<file path="src/sv/pblre_pkg.sv">
`default_nettype none

package pblre_pkg;

  // Length fields use their low LenBits bits
  localparam int unsigned LenBits    = 16;
  // Pair content size and record size increment
  localparam int unsigned CntBits    = LenBits + 2;
  localparam int unsigned AmtBits    = LenBits + 3;
  // Tag/varint segments a single descriptor may carry
  localparam int unsigned NumSegs    = 3;
  localparam int unsigned SegCntBits = 2;
  // Descriptor queue between front and back
  localparam int unsigned QueueDepth = 4;
  localparam int unsigned QPtrBits   = 2;

  localparam logic [31:0] MinTime   = 32'd463563523;
  localparam logic [31:0] StartSize = 32'd6;

  localparam logic [7:0] TagTime   = 8'h08;
  localparam logic [7:0] TagPair   = 8'h12;
  localparam logic [7:0] TagKey    = 8'h0A;
  localparam logic [7:0] TagValue  = 8'h12;
  localparam logic [7:0] TagHeader = 8'h0A;

  typedef logic [LenBits-1:0] len_t;

  typedef enum logic [1:0] {
    OpStart = 2'd0,
    OpPair  = 2'd1,
    OpData  = 2'd2,
    OpDone  = 2'd3
  } op_e;

  // One tag byte followed by a varint
  typedef struct packed {
    logic [7:0]  tag;
    logic [31:0] val;
  } seg_t;

  // Byte burst for one accepted item: optional raw byte, then segments
  typedef struct packed {
    logic                  raw_en;
    logic [7:0]            raw_byte;
    logic                  err;
    logic                  hdr;
    logic                  tag_pend;
    logic [SegCntBits-1:0] nsegs;
    seg_t [NumSegs-1:0]    seg;
  } desc_t;

  // Number of bytes in the varint form of a value
  function automatic logic [2:0] varint_size(logic [31:0] v);
    logic [2:0] n;
    if (v[31:7] == '0) begin
      n = 3'd1;
    end else if (v[31:14] == '0) begin
      n = 3'd2;
    end else if (v[31:21] == '0) begin
      n = 3'd3;
    end else if (v[31:28] == '0) begin
      n = 3'd4;
    end else begin
      n = 3'd5;
    end
    return n;
  endfunction

endpackage

`default_nettype wire

</file>
<file path="src/sv/pblre_front.sv">
`default_nettype none

module pblre_front (
  input  wire logic                       clk_i,
  input  wire logic                       rst_ni,
  input  wire logic                       in_valid_i,
  output logic                            in_ready_o,
  input  wire logic                [1:0]  op_i,
  input  wire logic                [31:0] log_time_i,
  input  wire logic                [15:0] key_length_i,
  input  wire logic                [15:0] value_length_i,
  input  wire logic                [7:0]  data_byte_i,
  input  wire logic                       full_i,
  output logic                            push_o,
  output pblre_pkg::desc_t                desc_o
);

  typedef enum logic [3:0] {
    PhIdle  = 4'b0001,
    PhOpen  = 4'b0010,
    PhKey   = 4'b0100,
    PhValue = 4'b1000
  } phase_e;

  phase_e                        phase_q, phase_d;
  pblre_pkg::len_t               left_q, left_d;
  pblre_pkg::len_t               vlen_q, vlen_d;
  logic [31:0]                   size_q, size_d;
  logic                          ovf_q, ovf_d;
  logic [pblre_pkg::AmtBits-1:0] amt_q, amt_d;

  logic [32:0]                   size_sum;
  logic [31:0]                   size_now;
  logic                          ovf_now;
  pblre_pkg::len_t               kl, vl, left_dec;
  logic [31:0]                   time_c;
  logic [pblre_pkg::CntBits-1:0] content;
  logic [pblre_pkg::AmtBits-1:0] amount;
  logic                          accept;

  // Take an item whenever the queue has room
  assign in_ready_o = !full_i;
  assign accept     = in_valid_i && !full_i;
  assign push_o     = accept;

  // Lengths use their low LenBits bits
  assign kl       = pblre_pkg::len_t'(key_length_i);
  assign vl       = pblre_pkg::len_t'(value_length_i);
  assign left_dec = left_q - 1'b1;

  // Clamp the time up so its varint always takes five bytes
  assign time_c = (log_time_i < pblre_pkg::MinTime) ? pblre_pkg::MinTime : log_time_i;

  // Pair content size and the record size it adds
  assign content = pblre_pkg::CntBits'(kl) + pblre_pkg::CntBits'(vl)
                 + pblre_pkg::CntBits'(pblre_pkg::varint_size(32'(kl)))
                 + pblre_pkg::CntBits'(pblre_pkg::varint_size(32'(vl)))
                 + pblre_pkg::CntBits'(2);
  assign amount  = pblre_pkg::AmtBits'(content)
                 + pblre_pkg::AmtBits'(pblre_pkg::varint_size(32'(content)))
                 + pblre_pkg::AmtBits'(1);

  // Fold the last pair's size into the saturating record size
  assign size_sum = {1'b0, size_q} + 33'(amt_q);
  assign size_now = size_sum[32] ? '1 : size_sum[31:0];
  assign ovf_now  = ovf_q | size_sum[32];

  // Classify the item and build its byte burst descriptor
  always_comb begin
    phase_d = phase_q;
    left_d  = left_q;
    vlen_d  = vlen_q;
    size_d  = size_now;
    ovf_d   = ovf_now;
    amt_d   = '0;
    desc_o        = '0;
    desc_o.raw_en = 1'b1;
    desc_o.err    = 1'b1;
    if (accept) begin
      case (pblre_pkg::op_e'(op_i))
        pblre_pkg::OpStart: begin
          if (phase_q == PhIdle || phase_q == PhOpen) begin
            desc_o.raw_en     = 1'b0;
            desc_o.err        = 1'b0;
            desc_o.tag_pend   = 1'b1;
            desc_o.nsegs      = pblre_pkg::SegCntBits'(1);
            desc_o.seg[0].tag = pblre_pkg::TagTime;
            desc_o.seg[0].val = time_c;
            phase_d = PhOpen;
            left_d  = '0;
            vlen_d  = '0;
            size_d  = pblre_pkg::StartSize;
            ovf_d   = 1'b0;
          end
        end
        pblre_pkg::OpPair: begin
          if (phase_q == PhOpen) begin
            desc_o.raw_en     = 1'b0;
            desc_o.err        = 1'b0;
            desc_o.tag_pend   = 1'b1;
            desc_o.seg[0].tag = pblre_pkg::TagPair;
            desc_o.seg[0].val = 32'(content);
            desc_o.seg[1].tag = pblre_pkg::TagKey;
            desc_o.seg[1].val = 32'(kl);
            amt_d  = amount;
            vlen_d = vl;
            if (kl != '0) begin
              desc_o.nsegs = pblre_pkg::SegCntBits'(2);
              phase_d      = PhKey;
              left_d       = kl;
            end else begin
              // Empty key: the value header follows at once
              desc_o.nsegs      = pblre_pkg::SegCntBits'(3);
              desc_o.seg[2].tag = pblre_pkg::TagValue;
              desc_o.seg[2].val = 32'(vl);
              if (vl != '0) begin
                phase_d = PhValue;
                left_d  = vl;
              end else begin
                phase_d = PhOpen;
                left_d  = '0;
              end
            end
          end
        end
        pblre_pkg::OpData: begin
          if ((phase_q == PhKey || phase_q == PhValue) && left_q != '0) begin
            desc_o.err      = 1'b0;
            desc_o.raw_byte = data_byte_i;
            left_d          = left_dec;
            if (left_dec == '0) begin
              if (phase_q == PhKey) begin
                // Last key byte: append the value header
                desc_o.tag_pend   = 1'b1;
                desc_o.nsegs      = pblre_pkg::SegCntBits'(1);
                desc_o.seg[0].tag = pblre_pkg::TagValue;
                desc_o.seg[0].val = 32'(vlen_q);
                if (vlen_q != '0) begin
                  phase_d = PhValue;
                  left_d  = vlen_q;
                end else begin
                  phase_d = PhOpen;
                end
              end else begin
                phase_d = PhOpen;
              end
            end
          end
        end
        default: begin
          // Done: close the record and emit the header, or an error byte on overflow
          if (phase_q == PhOpen) begin
            phase_d = PhIdle;
            if (ovf_now) begin
              ovf_d = 1'b0;
            end else begin
              desc_o.raw_en     = 1'b0;
              desc_o.err        = 1'b0;
              desc_o.hdr        = 1'b1;
              desc_o.tag_pend   = 1'b1;
              desc_o.nsegs      = pblre_pkg::SegCntBits'(1);
              desc_o.seg[0].tag = pblre_pkg::TagHeader;
              desc_o.seg[0].val = size_now;
            end
          end
        end
      endcase
    end
  end

  always_ff @(posedge clk_i or negedge rst_ni) begin
    if (!rst_ni) begin
      phase_q <= PhIdle;
      left_q  <= '0;
      vlen_q  <= '0;
      size_q  <= '0;
      ovf_q   <= 1'b0;
      amt_q   <= '0;
    end else begin
      phase_q <= phase_d;
      left_q  <= left_d;
      vlen_q  <= vlen_d;
      size_q  <= size_d;
      ovf_q   <= ovf_d;
      amt_q   <= amt_d;
    end
  end

endmodule

`default_nettype wire

</file>
<file path="src/sv/pblre_fifo.sv">
`default_nettype none

module pblre_fifo (
  input  wire logic             clk_i,
  input  wire logic             rst_ni,
  input  wire logic             push_i,
  input  pblre_pkg::desc_t      desc_i,
  input  wire logic             pop_i,
  output logic                  full_o,
  output logic                  empty_o,
  output pblre_pkg::desc_t      head_o
);

  pblre_pkg::desc_t                    mem_q [pblre_pkg::QueueDepth];
  logic [pblre_pkg::QPtrBits-1:0]      wr_ptr_q, wr_ptr_d;
  logic [pblre_pkg::QPtrBits-1:0]      rd_ptr_q, rd_ptr_d;
  logic [pblre_pkg::QPtrBits:0]        cnt_q, cnt_d;

  // Advance pointers and occupancy
  always_comb begin
    wr_ptr_d = wr_ptr_q;
    rd_ptr_d = rd_ptr_q;
    cnt_d    = cnt_q;
    if (push_i) begin
      wr_ptr_d = wr_ptr_q + 1'b1;
    end
    if (pop_i) begin
      rd_ptr_d = rd_ptr_q + 1'b1;
    end
    if (push_i && !pop_i) begin
      cnt_d = cnt_q + 1'b1;
    end else if (!push_i && pop_i) begin
      cnt_d = cnt_q - 1'b1;
    end
  end

  always_ff @(posedge clk_i or negedge rst_ni) begin
    if (!rst_ni) begin
      wr_ptr_q <= '0;
      rd_ptr_q <= '0;
      cnt_q    <= '0;
    end else begin
      wr_ptr_q <= wr_ptr_d;
      rd_ptr_q <= rd_ptr_d;
      cnt_q    <= cnt_d;
    end
  end

  // Store descriptors
  always_ff @(posedge clk_i) begin
    if (push_i) begin
      mem_q[wr_ptr_q] <= desc_i;
    end
  end

  assign head_o  = mem_q[rd_ptr_q];
  assign empty_o = (cnt_q == '0);
  assign full_o  = (cnt_q == (pblre_pkg::QPtrBits + 1)'(pblre_pkg::QueueDepth));

endmodule

`default_nettype wire

</file>
<file path="src/sv/pblre_back.sv">
`default_nettype none

module pblre_back (
  input  wire logic             clk_i,
  input  wire logic             rst_ni,
  input  pblre_pkg::desc_t      head_i,
  input  wire logic             empty_i,
  output logic                  pop_o,
  output logic                  out_valid_o,
  input  wire logic             out_ready_i,
  output logic [7:0]            out_byte_o,
  output logic                  out_hdr_o,
  output logic                  out_err_o,
  output logic                  out_last_o
);

  logic             busy_q, busy_d;
  pblre_pkg::desc_t work_q, work_d;
  pblre_pkg::desc_t cur, nxt;
  logic             out_valid_q, out_valid_d;
  logic [7:0]       out_byte_q;
  logic             out_hdr_q, out_err_q, out_last_q;
  logic [7:0]       byte_c;
  logic             done_c;
  logic             src_valid, can_emit, fire;

  // Work on the held remainder, or on a fresh queue head
  assign cur       = busy_q ? work_q : head_i;
  assign src_valid = busy_q || !empty_i;
  assign can_emit  = !out_valid_q || out_ready_i;
  assign fire      = src_valid && can_emit;
  assign pop_o     = fire && !busy_q;

  // Produce one byte of the burst and the remainder
  always_comb begin
    nxt    = cur;
    byte_c = '0;
    done_c = 1'b0;
    if (cur.raw_en) begin
      byte_c     = cur.raw_byte;
      nxt.raw_en = 1'b0;
      done_c     = (cur.nsegs == '0);
    end else if (cur.tag_pend) begin
      byte_c       = cur.seg[0].tag;
      nxt.tag_pend = 1'b0;
    end else if (cur.seg[0].val[31:7] != '0) begin
      byte_c         = {1'b1, cur.seg[0].val[6:0]};
      nxt.seg[0].val = {7'd0, cur.seg[0].val[31:7]};
    end else begin
      byte_c       = cur.seg[0].val[7:0];
      nxt.nsegs    = cur.nsegs - 1'b1;
      nxt.tag_pend = 1'b1;
      for (int i = 0; i < pblre_pkg::NumSegs - 1; i++) begin
        nxt.seg[i] = cur.seg[i+1];
      end
      nxt.seg[pblre_pkg::NumSegs-1] = '0;
      done_c = (cur.nsegs == pblre_pkg::SegCntBits'(1));
    end
  end

  // Hold or advance the remainder and the output register
  always_comb begin
    busy_d      = busy_q;
    work_d      = work_q;
    out_valid_d = out_valid_q;
    if (fire) begin
      busy_d      = !done_c;
      work_d      = nxt;
      out_valid_d = 1'b1;
    end else if (out_ready_i) begin
      out_valid_d = 1'b0;
    end
  end

  always_ff @(posedge clk_i or negedge rst_ni) begin
    if (!rst_ni) begin
      busy_q      <= 1'b0;
      out_valid_q <= 1'b0;
    end else begin
      busy_q      <= busy_d;
      out_valid_q <= out_valid_d;
    end
  end

  always_ff @(posedge clk_i) begin
    work_q <= work_d;
    if (fire) begin
      out_byte_q <= byte_c;
      out_hdr_q  <= cur.hdr;
      out_err_q  <= cur.err;
      out_last_q <= done_c;
    end
  end

  assign out_valid_o = out_valid_q;
  assign out_byte_o  = out_byte_q;
  assign out_hdr_o   = out_hdr_q;
  assign out_err_o   = out_err_q;
  assign out_last_o  = out_last_q;

endmodule

`default_nettype wire

</file>
<file path="src/sv/protobuf_log_record_encoder_top.sv">
// Log record encoder, protobuf wire form, one serialized byte per transfer.
// Input stream: tuser carries the op (start, pair header, data byte, done);
// tdata carries time, key length, value length and data byte. Each accepted
// item causes a burst of 1 to 10 output bytes; tlast marks the final byte of
// the burst, tuser flags header bytes (for placement at the record front)
// and error bytes (out-of-place item or record size overflow, data zero).
// A burst's first byte passes the descriptor queue and the output register
// before it is shown. The output side moves one byte per cycle while the
// receiver is ready; a data item that passes a key or value byte yields that
// byte (plus the value header after the last key byte), so bytes stream at
// full rate. The front classifies each item in its accept cycle and queues
// a burst descriptor (four entries); the back expands one descriptor a byte
// a cycle while the output is not stalled. Input ready drops only when the
// queue is full, so when the receiver stalls the output register holds its
// byte and up to four items more are taken. Reset clears the record state
// (no record open), queue and output register; no result is pending afterwards.
`default_nettype none

module protobuf_log_record_encoder_top (
  input  wire logic        clk_i,
  input  wire logic        rst_ni,
  input  wire logic        s_axis_tvalid,
  output logic             s_axis_tready,
  // [31:0] log_time, [47:32] key_length, [63:48] value_length, [71:64] data_byte
  input  wire logic [71:0] s_axis_tdata,
  // [1:0] op
  input  wire logic [1:0]  s_axis_tuser,
  output logic             m_axis_tvalid,
  input  wire logic        m_axis_tready,
  // [7:0] out_byte
  output logic [7:0]       m_axis_tdata,
  // [0] is_header, [1] error
  output logic [1:0]       m_axis_tuser,
  output logic             m_axis_tlast
);

  logic             push, pop, full, empty;
  pblre_pkg::desc_t push_desc, head_desc;
  logic             out_hdr, out_err;

  pblre_front u_front (
    .clk_i          (clk_i),
    .rst_ni         (rst_ni),
    .in_valid_i     (s_axis_tvalid),
    .in_ready_o     (s_axis_tready),
    .op_i           (s_axis_tuser),
    .log_time_i     (s_axis_tdata[31:0]),
    .key_length_i   (s_axis_tdata[47:32]),
    .value_length_i (s_axis_tdata[63:48]),
    .data_byte_i    (s_axis_tdata[71:64]),
    .full_i         (full),
    .push_o         (push),
    .desc_o         (push_desc)
  );

  pblre_fifo u_fifo (
    .clk_i   (clk_i),
    .rst_ni  (rst_ni),
    .push_i  (push),
    .desc_i  (push_desc),
    .pop_i   (pop),
    .full_o  (full),
    .empty_o (empty),
    .head_o  (head_desc)
  );

  pblre_back u_back (
    .clk_i       (clk_i),
    .rst_ni      (rst_ni),
    .head_i      (head_desc),
    .empty_i     (empty),
    .pop_o       (pop),
    .out_valid_o (m_axis_tvalid),
    .out_ready_i (m_axis_tready),
    .out_byte_o  (m_axis_tdata),
    .out_hdr_o   (out_hdr),
    .out_err_o   (out_err),
    .out_last_o  (m_axis_tlast)
  );

  assign m_axis_tuser = {out_err, out_hdr};

endmodule

`default_nettype wire

</file>
<file path="config.mk">
export PLATFORM = sky130hd
export DESIGN_NAME = protobuf_log_record_encoder_top
export DESIGN_NICKNAME = d
export VERILOG_FILES = /design/src/sv/pblre_pkg.sv /design/src/sv/pblre_front.sv /design/src/sv/pblre_fifo.sv /design/src/sv/pblre_back.sv /design/src/sv/protobuf_log_record_encoder_top.sv
export SDC_FILE = /design/constraint.sdc
export NUM_CORES = 1
export LEC_CHECK = 0
export BUFFER_PORTS_ARGS = -buffer_cell sky130_fd_sc_hd__buf_2
export CORE_UTILIZATION = 62
export DETAILED_ROUTE_END_ITERATION = 16
export MAX_ROUTING_LAYER = met4
export PLACE_DENSITY = 0.8
export SYNTH_ARGS = -nofsm -noshare
export SYNTH_HDL_FRONTEND = slang
export SYNTH_SLANG_ARGS = --single-unit
</file>
<file path="constraint.sdc">
create_clock -name clk_i -period 5 [get_ports clk_i]
set_input_delay 0.5 -clock clk_i [delete_from_list [all_inputs] [get_ports clk_i]]
set_output_delay 0.5 -clock clk_i [all_outputs]
set_load 0.03 [all_outputs]
</file>
==> insert_results.sql, run 1 <==
INSERT INTO impl_metrics (metric_group, metric, value, unit) VALUES
('outcome', 'outcome', 'finished clean', ''),
('layout', 'final_area', '0.0310', 'mm2'),
('hold_path', 'hold_end', 'u_back.busy_q', ''),
('synthesis', 'asyncSetResetFlopFracSynth', '17.2', '%'),
('drt', 'firstDrtPassIters', '8', ''),
('die', 'initial_core_util', '63.0', '%'),
('setup_path', 'rr_worst_depth', '13', ''),
('timing', 'rsz0062_at_grt', 'yes', ''),
('timing', 'worst_slew_pin_slew', '1140', 'ps'),
('place', 'dp_slack', '-617', 'ps'),
('layout', 'fillCellCount', '2740', ''),
('layout', 'layout.nets', '2337', ''),
('die', 'floorplan_die_height', '211', 'um'),
('layout', 'multiInputGateArea', '0.0102', 'mm2'),
('place', 'placedCellCount', '2722', ''),
('global_route', 'antenna_found_initial', '3', ''),
('global_route', 'grt_met1_usage', '45.5', '%'),
('power_and_ir_drop', 'peakVddDrop', '0.000329', 'V'),
('synthesis', 'synthTopCellsByCount', 'sky130_fd_sc_hd__edfxtp_1 (466), sky130_fd_sc_hd__nand2_1 (174), sky130_fd_sc_hd__nor2_1 (122)', ''),
('synthesis', 'synth_area_leaders', 'sky130_fd_sc_hd__edfxtp_1 (52%), sky130_fd_sc_hd__dfrtp_1 (8.9%), sky130_fd_sc_hd__mux4_2 (6.9%), sky130_fd_sc_hd__mux2i_1 (3.6%), sky130_fd_sc_hd__ha_1 (2.5%)', ''),
('setup_path', 'cp.required', '5540', 'ps'),
('flow_run', 'drv.max_cap_violation_count', '0', ''),
('place', 'place.detailed.hpwl', '49.0', 'mm'),
('place', 'post_dp_cell_area', '0.0291', 'mm2'),
('clocking', 'tritoncts', 'built', ''),
('setup_path', 'worst_setup_path_end_kind', 'register', ''),
('clocking', 'cts.htree.levels', '2', ''),
('global_route', 'grt_usage', '34.5', '%'),
('setup_path', 'worst_setup_path_start_kind', 'input pin', ''),
('clocking', 'cts-root-to-sink-buffers', '3', ''),
('die', 'rows', '76', ''),
('synthesis', 'synth_top_cell_by_area', 'sky130_fd_sc_hd__edfxtp_1', ''),
('global_route', 'first_global_vias', '18418', ''),
('timing', 'setup_viol_count_final', '0', ''),
('timing', 'final.min_clock_period', '4830', 'ps'),
('clocking', 'clk_latency', '610', 'ps'),
('drt', 'post-route-drc-count', '0', ''),
('synthesis', 'synth_seq_cells', '563', ''),
('clocking', 'cts-buffers-inserted', '55', ''),
('timing', 'setup-tns-final', '0', 'ps'),
('die', 'fp.dieW', '211', 'um'),
('setup_path', 'path_class', 'in2reg', ''),
('die', 'num_io_pins', '91', ''),
('clocking', 'clk_pin_slew', '60', 'ps'),
('place', 'port_buffers', '90', ''),
('timing', 'final_hold_fails', '0', ''),
('timing', 'maxClockFrequency', '0.207', 'GHz'),
('global_route', 'global_route.overflow_total', '0', ''),
('synthesis', 'ys_warn_count', '0', ''),
('drt', 'vias_per_cell', '6.59', ''),
('drt', 'ant_nets', '0', ''),
('layout', 'layout.cells.non_filler', '2833', ''),
('drt', 'postRouteWirelength', '73.4', 'mm'),
('synthesis', 'synth_area', '0.0271', 'mm2'),
('synthesis', 'syn_nets', '2156', ''),
('hold_path', 'hold_path.class', 'in2reg', ''),
('die', 'die_area', '0.0446', 'mm2'),
('setup_path', 'critical_path.reg2reg.endpoint', 'u_fifo.mem_q[1][23]', ''),
('timing', 'relative_slew_slack', '23.3', '%'),
('hold_path', 'hold_depth', '4', ''),
('synthesis', 'syn-mean-instance-area', '13.4', 'um2'),
('drt', 'routed_wirelength_normalized_by_instance_count', '25.9', 'um'),
('hold_path', 'hp_start', 'm_axis_tready', ''),
('setup_path', 'ff2ff_setup_slack', '480', 'ps'),
('synthesis', 'dominant_register_cell_in_the_synthesized_netlist', 'sky130_fd_sc_hd__edfxtp_1', ''),
('power_and_ir_drop', 'power_density', '569', 'mW/mm2'),
('synthesis', 'netlist-cell-type-count', '88', ''),
('clocking', 'clock_tree.root_cell', 'sky130_fd_sc_hd__clkbuf_16', ''),
('global_route', 'top_usage_layer', 'met2', ''),
('setup_path', 'crit-reg2reg-launch', 'u_front.size_q[0]', ''),
('die', 'core_area', '0.0431', 'mm2');
==> repair_timing <==
action	4_1_cts	5_1_grt
gates resized for setup	0	6
setup buffers	0	4
pin swaps	1	11
endpoints found under the hold margin	44	0
endpoints found under the setup margin	1	9
hold buffers	1	0
==> placed cells by master (no fill, tap or decap), drive strengths merged, types with 10 or more instances in the layout <==
cell type,count
clkinv,18
a21oi,101
a211oi,52
mux2,14
a22o,26
inv,48
xnor2,50
clkbuf,76
nor2b,22
nor3,35
o21a,11
and2,18
edfxtp,466
and3,77
mux2i,98
a21boi,24
xor2,29
dfrtp,96
a222oi,14
ha,54
nand2b,13
buf,235
nor2,122
nor4,19
o21ai,77
nand3,30
mux4,83
or3,10
a21o,19
nand2,174
or2,11
==> state kept, by name, indices dropped and copies added (netlist names) <==
name                cells
u_front.amt_q          19
u_fifo.cnt_q            3
u_fifo.rd_ptr_q         2
u_front.left_q         16
u_back.out_last_o       1
u_front.ovf_q           1
u_fifo.wr_ptr_q         2
u_front.phase_q         4
u_front.size_q         32
u_back.busy_q           1
u_front.vlen_q         16
u_back.out_valid_o      1
u_back.out_byte_o       8
u_fifo.mem_q          332
u_back.work_q         125
==> per-layer routing <==
metal  up-vias  wire, um
met1      9353     28600
met4         0      2930
met3       183      6430
met2      1003     35400
met5         -         0
li1       8128         -
==> power breakdown <==
group | internal, W | total, W | switching, W
clock | 0.00256 | 0.00429 | 0.00173
sequential | 0.00668 | 0.00748 | 0.000801
combinational | 0.00241 | 0.00586 | 0.00345
==> area by class of cell <==
class,count,share of cell area (%)
antenna,3,0.0242
clock buffer,76,4.96
clock inverter,27,1.09
inverter,49,0.601
multi-input combinational,1294,32.9
sequential,563,53.0
tap,585,2.36
timing repair buffer,236,5.08
==> metrics by stage <==
step,total power (W),utilization (%)
after CTS,0.0176,71.8
after global routing,0.0183,72.0
final,0.0176,72.0
after floorplan,0.0113,-
after detailed placement,0.0132,67.4
after global placement,0.0129,67.4
==> cells by family after synthesis <==
logic type / Yosys count / synth area share, %
flops: 563 / 60.5
simple gates: 560 / 10.3
compound gates: 399 / 10.1
mux: 195 / 11.1
buf+inv: 161 / 2.38
xor+xnor: 79 / 2.66
fa+ha+maj: 60 / 2.93
other cells: 1 / 0.0138
==> worst max-delay path: stages <==
cell and delay (ps):
sky130_fd_sc_hd__buf_2 110, sky130_fd_sc_hd__or4_4 550, sky130_fd_sc_hd__nor4_4 180, sky130_fd_sc_hd__nor3_2 70, sky130_fd_sc_hd__fa_2 360, sky130_fd_sc_hd__fa_2 360
sky130_fd_sc_hd__inv_2 60, sky130_fd_sc_hd__a21oi_2 60, sky130_fd_sc_hd__nor3_2 160, sky130_fd_sc_hd__nand2_2 110, sky130_fd_sc_hd__nor4_4 340, sky130_fd_sc_hd__nand2_1 110
sky130_fd_sc_hd__xor2_1 180, sky130_fd_sc_hd__nand3_1 150, sky130_fd_sc_hd__nor4_4 270, sky130_fd_sc_hd__nand2_1 120, sky130_fd_sc_hd__ha_1 280, sky130_fd_sc_hd__nor2b_1 120
sky130_fd_sc_hd__o21ai_1 80, sky130_fd_sc_hd__or3_1 380, sky130_fd_sc_hd__and4bb_2 360, sky130_fd_sc_hd__and3_4 210, sky130_fd_sc_hd__a41oi_1 120, sky130_fd_sc_hd__nor2_1 110
==> worst max path at each step <==
| stage | slack [ps] | to | from | cells past startpoint |
|---|---|---|---|---|
| after floorplan | -490 | u_front.amt_q[15] | s_axis_tdata[60] | 22 |
| after global placement | -570 | u_front.amt_q[15] | s_axis_tdata[60] | 23 |
| after detailed placement | -620 | u_front.amt_q[15] | s_axis_tdata[60] | 24 |
| after CTS | 70 | u_front.amt_q[15] | s_axis_tdata[60] | 24 |
| after global routing | -70 | u_front.amt_q[15] | s_axis_tdata[60] | 25 |
| final | 170 | u_front.amt_q[17] | s_axis_tdata[60] | 24 |
Power figures use the tool's default switching activity.
==> run 2: changes to the inputs <==
--- a/config.mk
+++ b/config.mk
@@ -6,10 +6,11 @@
 export NUM_CORES = 1
 export LEC_CHECK = 0
 export BUFFER_PORTS_ARGS = -buffer_cell sky130_fd_sc_hd__buf_2
-export CORE_UTILIZATION = 62
+export CORE_MARGIN = 1.5
+export CORE_UTILIZATION = 55
 export DETAILED_ROUTE_END_ITERATION = 16
 export MAX_ROUTING_LAYER = met4
-export PLACE_DENSITY = 0.8
+export PLACE_DENSITY = 0.72
 export SYNTH_ARGS = -nofsm -noshare
 export SYNTH_HDL_FRONTEND = slang
 export SYNTH_SLANG_ARGS = --single-unit
==> run 2 against run 1 <==
Non-clock buffer count fell by 1. Critical path type unchanged. Core utilization fell by 8.5 points. Register-to-register slack improved by 160 ps. Highest routed layer unchanged. Global-route usage fell by 6.0 points. First-iteration DRC count fell by 13%. Combinational power fell by 3%. Routed wire length fell by 5.6%.
==> insert_results.sql, run 2 (synthesis results as in run 1) <==
INSERT INTO impl_metrics (metric_group, metric, value, unit) VALUES
('power_and_ir_drop', 'totalPowerFinal', '0.0170', 'W'),
('setup_path', 'rr_worst_depth', '13', ''),
('global_route', 'grt_pass1_wl', '105', 'mm'),
('drt', 'firstDrtPassIters', '6', ''),
('drt', 'ant_nets', '0', ''),
('flow_run', 'drv.max_cap_violation_count', '0', ''),
('clocking', 'cts-buffers-inserted', '54', ''),
('clocking', 'cts-root-to-sink-buffers', '3', ''),
('setup_path', 'worst_path_max_delay_cell', 'sky130_fd_sc_hd__or4_4', ''),
('setup_path', 'crit-reg2reg-launch', 'u_front.amt_q[0]', ''),
('setup_path', 'max_stage_delay', '540', 'ps'),
('layout', 'drive_above_1_share', '21.5', '%'),
('hold_path', 'hold_path.class', 'in2reg', ''),
('setup_path', 'ff2ff_setup_slack', '640', 'ps'),
('timing', 'relative_slew_slack', '17.2', '%'),
('timing', 'worst_slew_pin_slew', '1230', 'ps'),
('setup_path', 'worst_setup_path_end_kind', 'register', ''),
('drt', 'vias_per_cell', '6.15', ''),
('global_route', 'grt_usage', '28.5', '%'),
('layout', 'layout.cells.non_filler', '2905', ''),
('drt', 'drt-initial-drc-count', '2045', ''),
('clocking', 'clk_latency', '620', 'ps'),
('setup_path', 'arrival', '5400', 'ps'),
('clocking', 'cts.sink_count', '563', ''),
('drt', 'postRouteWirelength', '69.2', 'mm'),
('clocking', 'clk_pin_slew', '60', 'ps'),
('setup_path', 'critical_path.reg2reg.endpoint', 'u_fifo.mem_q[3][23]', ''),
('outcome', 'outcome', 'finished clean', ''),
('timing', 'worst_setup_margin', '141', 'ps'),
('power_and_ir_drop', 'peakVddDrop', '0.000358', 'V'),
('timing', 'fin_skew', '24.5', 'ps'),
('die', 'die_area', '0.0507', 'mm2'),
('place', 'placedCellCount', '2797', ''),
('setup_path', 'path_class', 'in2reg', ''),
('die', 'rows', '81', ''),
('layout', 'area.growth.synth_to_final', '14.2', '%'),
('die', 'floorplan_die_height', '225', 'um'),
('die', 'fp.dieW', '225', 'um'),
('timing', 'final.min_clock_period', '4860', 'ps'),
('power_and_ir_drop', 'power_density', '548', 'mW/mm2'),
('timing', 'final_worst_path_period_share', '97.2', '%'),
('layout', 'registers.top_by_ff_count', 'u_fifo.mem_q', ''),
('die', 'num_io_pins', '91', ''),
('place', 'dp_slack', '-760', 'ps'),
('place', 'routability_cong', '0.955', ''),
('place', 'place.detailed.hpwl', '47.8', 'mm'),
('hold_path', 'hold_depth', '3', ''),
('drt', 'post-route-drc-count', '0', ''),
('clocking', 'cts.htree.levels', '2', ''),
('drt', 'routed_wirelength_normalized_by_instance_count', '23.8', 'um'),
('clocking', 'tritoncts', 'built', ''),
('timing', 'final_hold_fails', '0', ''),
('setup_path', 'cp.required', '5540', 'ps'),
('global_route', 'first_global_vias', '17557', ''),
('hold_path', 'hp_start', 'm_axis_tready', ''),
('layout', 'biggestRegsByFlops', 'u_fifo.mem_q x332, u_back.work_q x125, u_front.size_q x32', ''),
('setup_path', 'worstPathMaxFanout', '5', ''),
('timing', 'final-max-slew-violation-count', '0', ''),
('power_and_ir_drop', 'cellLeakagePower', '12.0', 'nW'),
('global_route', 'antenna_found_initial', '2', ''),
('timing', 'setup_viol_count_final', '0', ''),
('die', 'initial_core_util', '55.5', '%'),
('clocking', 'clock_tree.root_cell', 'sky130_fd_sc_hd__clkbuf_16', ''),
('global_route', 'global_route.overflow_total', '0', ''),
('hold_path', 'hold_end', 'u_back.out_valid_o', ''),
('place', 'port_buffers', '90', ''),
('timing', 'rsz0062_at_grt', 'yes', ''),
('global_route', 'grt_max_degree', '66', ''),
('layout', 'utilization', '63.5', '%'),
('setup_path', 'worst_setup_path_start_kind', 'input pin', ''),
('timing', 'maxClockFrequency', '0.206', 'GHz'),
('layout', 'layout.cells.most_common', 'sky130_fd_sc_hd__edfxtp_1', ''),
('drt', 'detailroute.via_count', '17853', ''),
('layout', 'layout.nets', '2335', ''),
('layout', 'layout_common_cells', 'sky130_fd_sc_hd__edfxtp_1 (466), sky130_fd_sc_hd__nand2_1 (172), sky130_fd_sc_hd__buf_4 (143)', ''),
('die', 'core_area', '0.0488', 'mm2'),
('layout', 'largest_register_ffs', '332', '');
==> run 2: changes by cell type in the layout (fill, tap and decap cells not counted), sizes merged <==
cell | before | now
buf | 235 | 234
bufinv | 8 | 3
clkbuf | 76 | 64
clkinv | 18 | 23
clkinvlp | 2 | 7
diode | 3 | 4
==> run 2: area by class of cell <==
cell class                 count  area [um2]
antenna                        4        10.0
clock buffer                  64        1410
clock inverter                32         268
fill                        3701       17900
inverter                      49         186
multi-input combinational   1294       10300
sequential                   563       16400
tap                          664         831
timing repair buffer         235        1580
==> run 2: per-layer routing <==
| metal | part of all wire [%] | vias to the layer above | global-route usage, % |
|---|---|---|---|
| met1 | 43 | 8889 | 39.9 |
| met3 | 6.8 | 138 | 3.64 |
| met4 | 3.2 | 0 | 9.79 |
| li1 | - | 8111 | - |
| met5 | 0 | - | - |
| met2 | 47 | 715 | 43.6 |
==> run 2: metrics by stage <==
step	hold slack, ps	TNS [ps]	instance area [um2]
after floorplan	204	-3460	27200
after global placement	480	-5700	29100
after detailed placement	499	-6730	29100
after CTS	188	0	30800
after global routing	222	-135	31000
final	212	0	31000
==> run 2: power breakdown <==
| part | internal, W | switching [W] |
|---|---|---|
| clock network | 0.00217 | 0.00175 |
| registers | 0.00668 | 0.000728 |
| logic | 0.00239 | 0.00329 |
| total | 0.0112 | 0.00577 |
==> run 2: how the worst max path moves through the flow <==
stage                           startpoint           endpoint  slack [ps]
final                     s_axis_tdata[60]  u_front.amt_q[15]         140
after global routing      s_axis_tdata[60]  u_front.amt_q[15]         -60
after global placement    s_axis_tdata[60]  u_front.amt_q[15]        -670
after detailed placement  s_axis_tdata[60]  u_front.amt_q[15]        -760
after floorplan           s_axis_tdata[60]  u_front.amt_q[15]        -490
after CTS                 s_axis_tdata[60]  u_front.amt_q[15]          60
==> run 2: timing repair <==
| action | CTS | global route |
|---|---|---|
| hold endpoints to repair | 39 | 0 |
| hold buffers | 1 | 0 |
| endpoints found under the setup margin | 4 | 7 |
| buffers inserted | 0 | 7 |
| resized for setup | 1 | 27 |
| pin swaps | 1 | 12 |
==> run 2: worst max-delay path, delay by kind of cell <==
family | cells | cell delay (ps)
AND/OR/NAND/NOR | 15 | 3140
adder cells (fa/ha/maj) | 3 | 1020
buffers and inverters | 3 | 360
AO/OA/AOI/OAI | 3 | 260
XOR/XNOR | 1 | 110
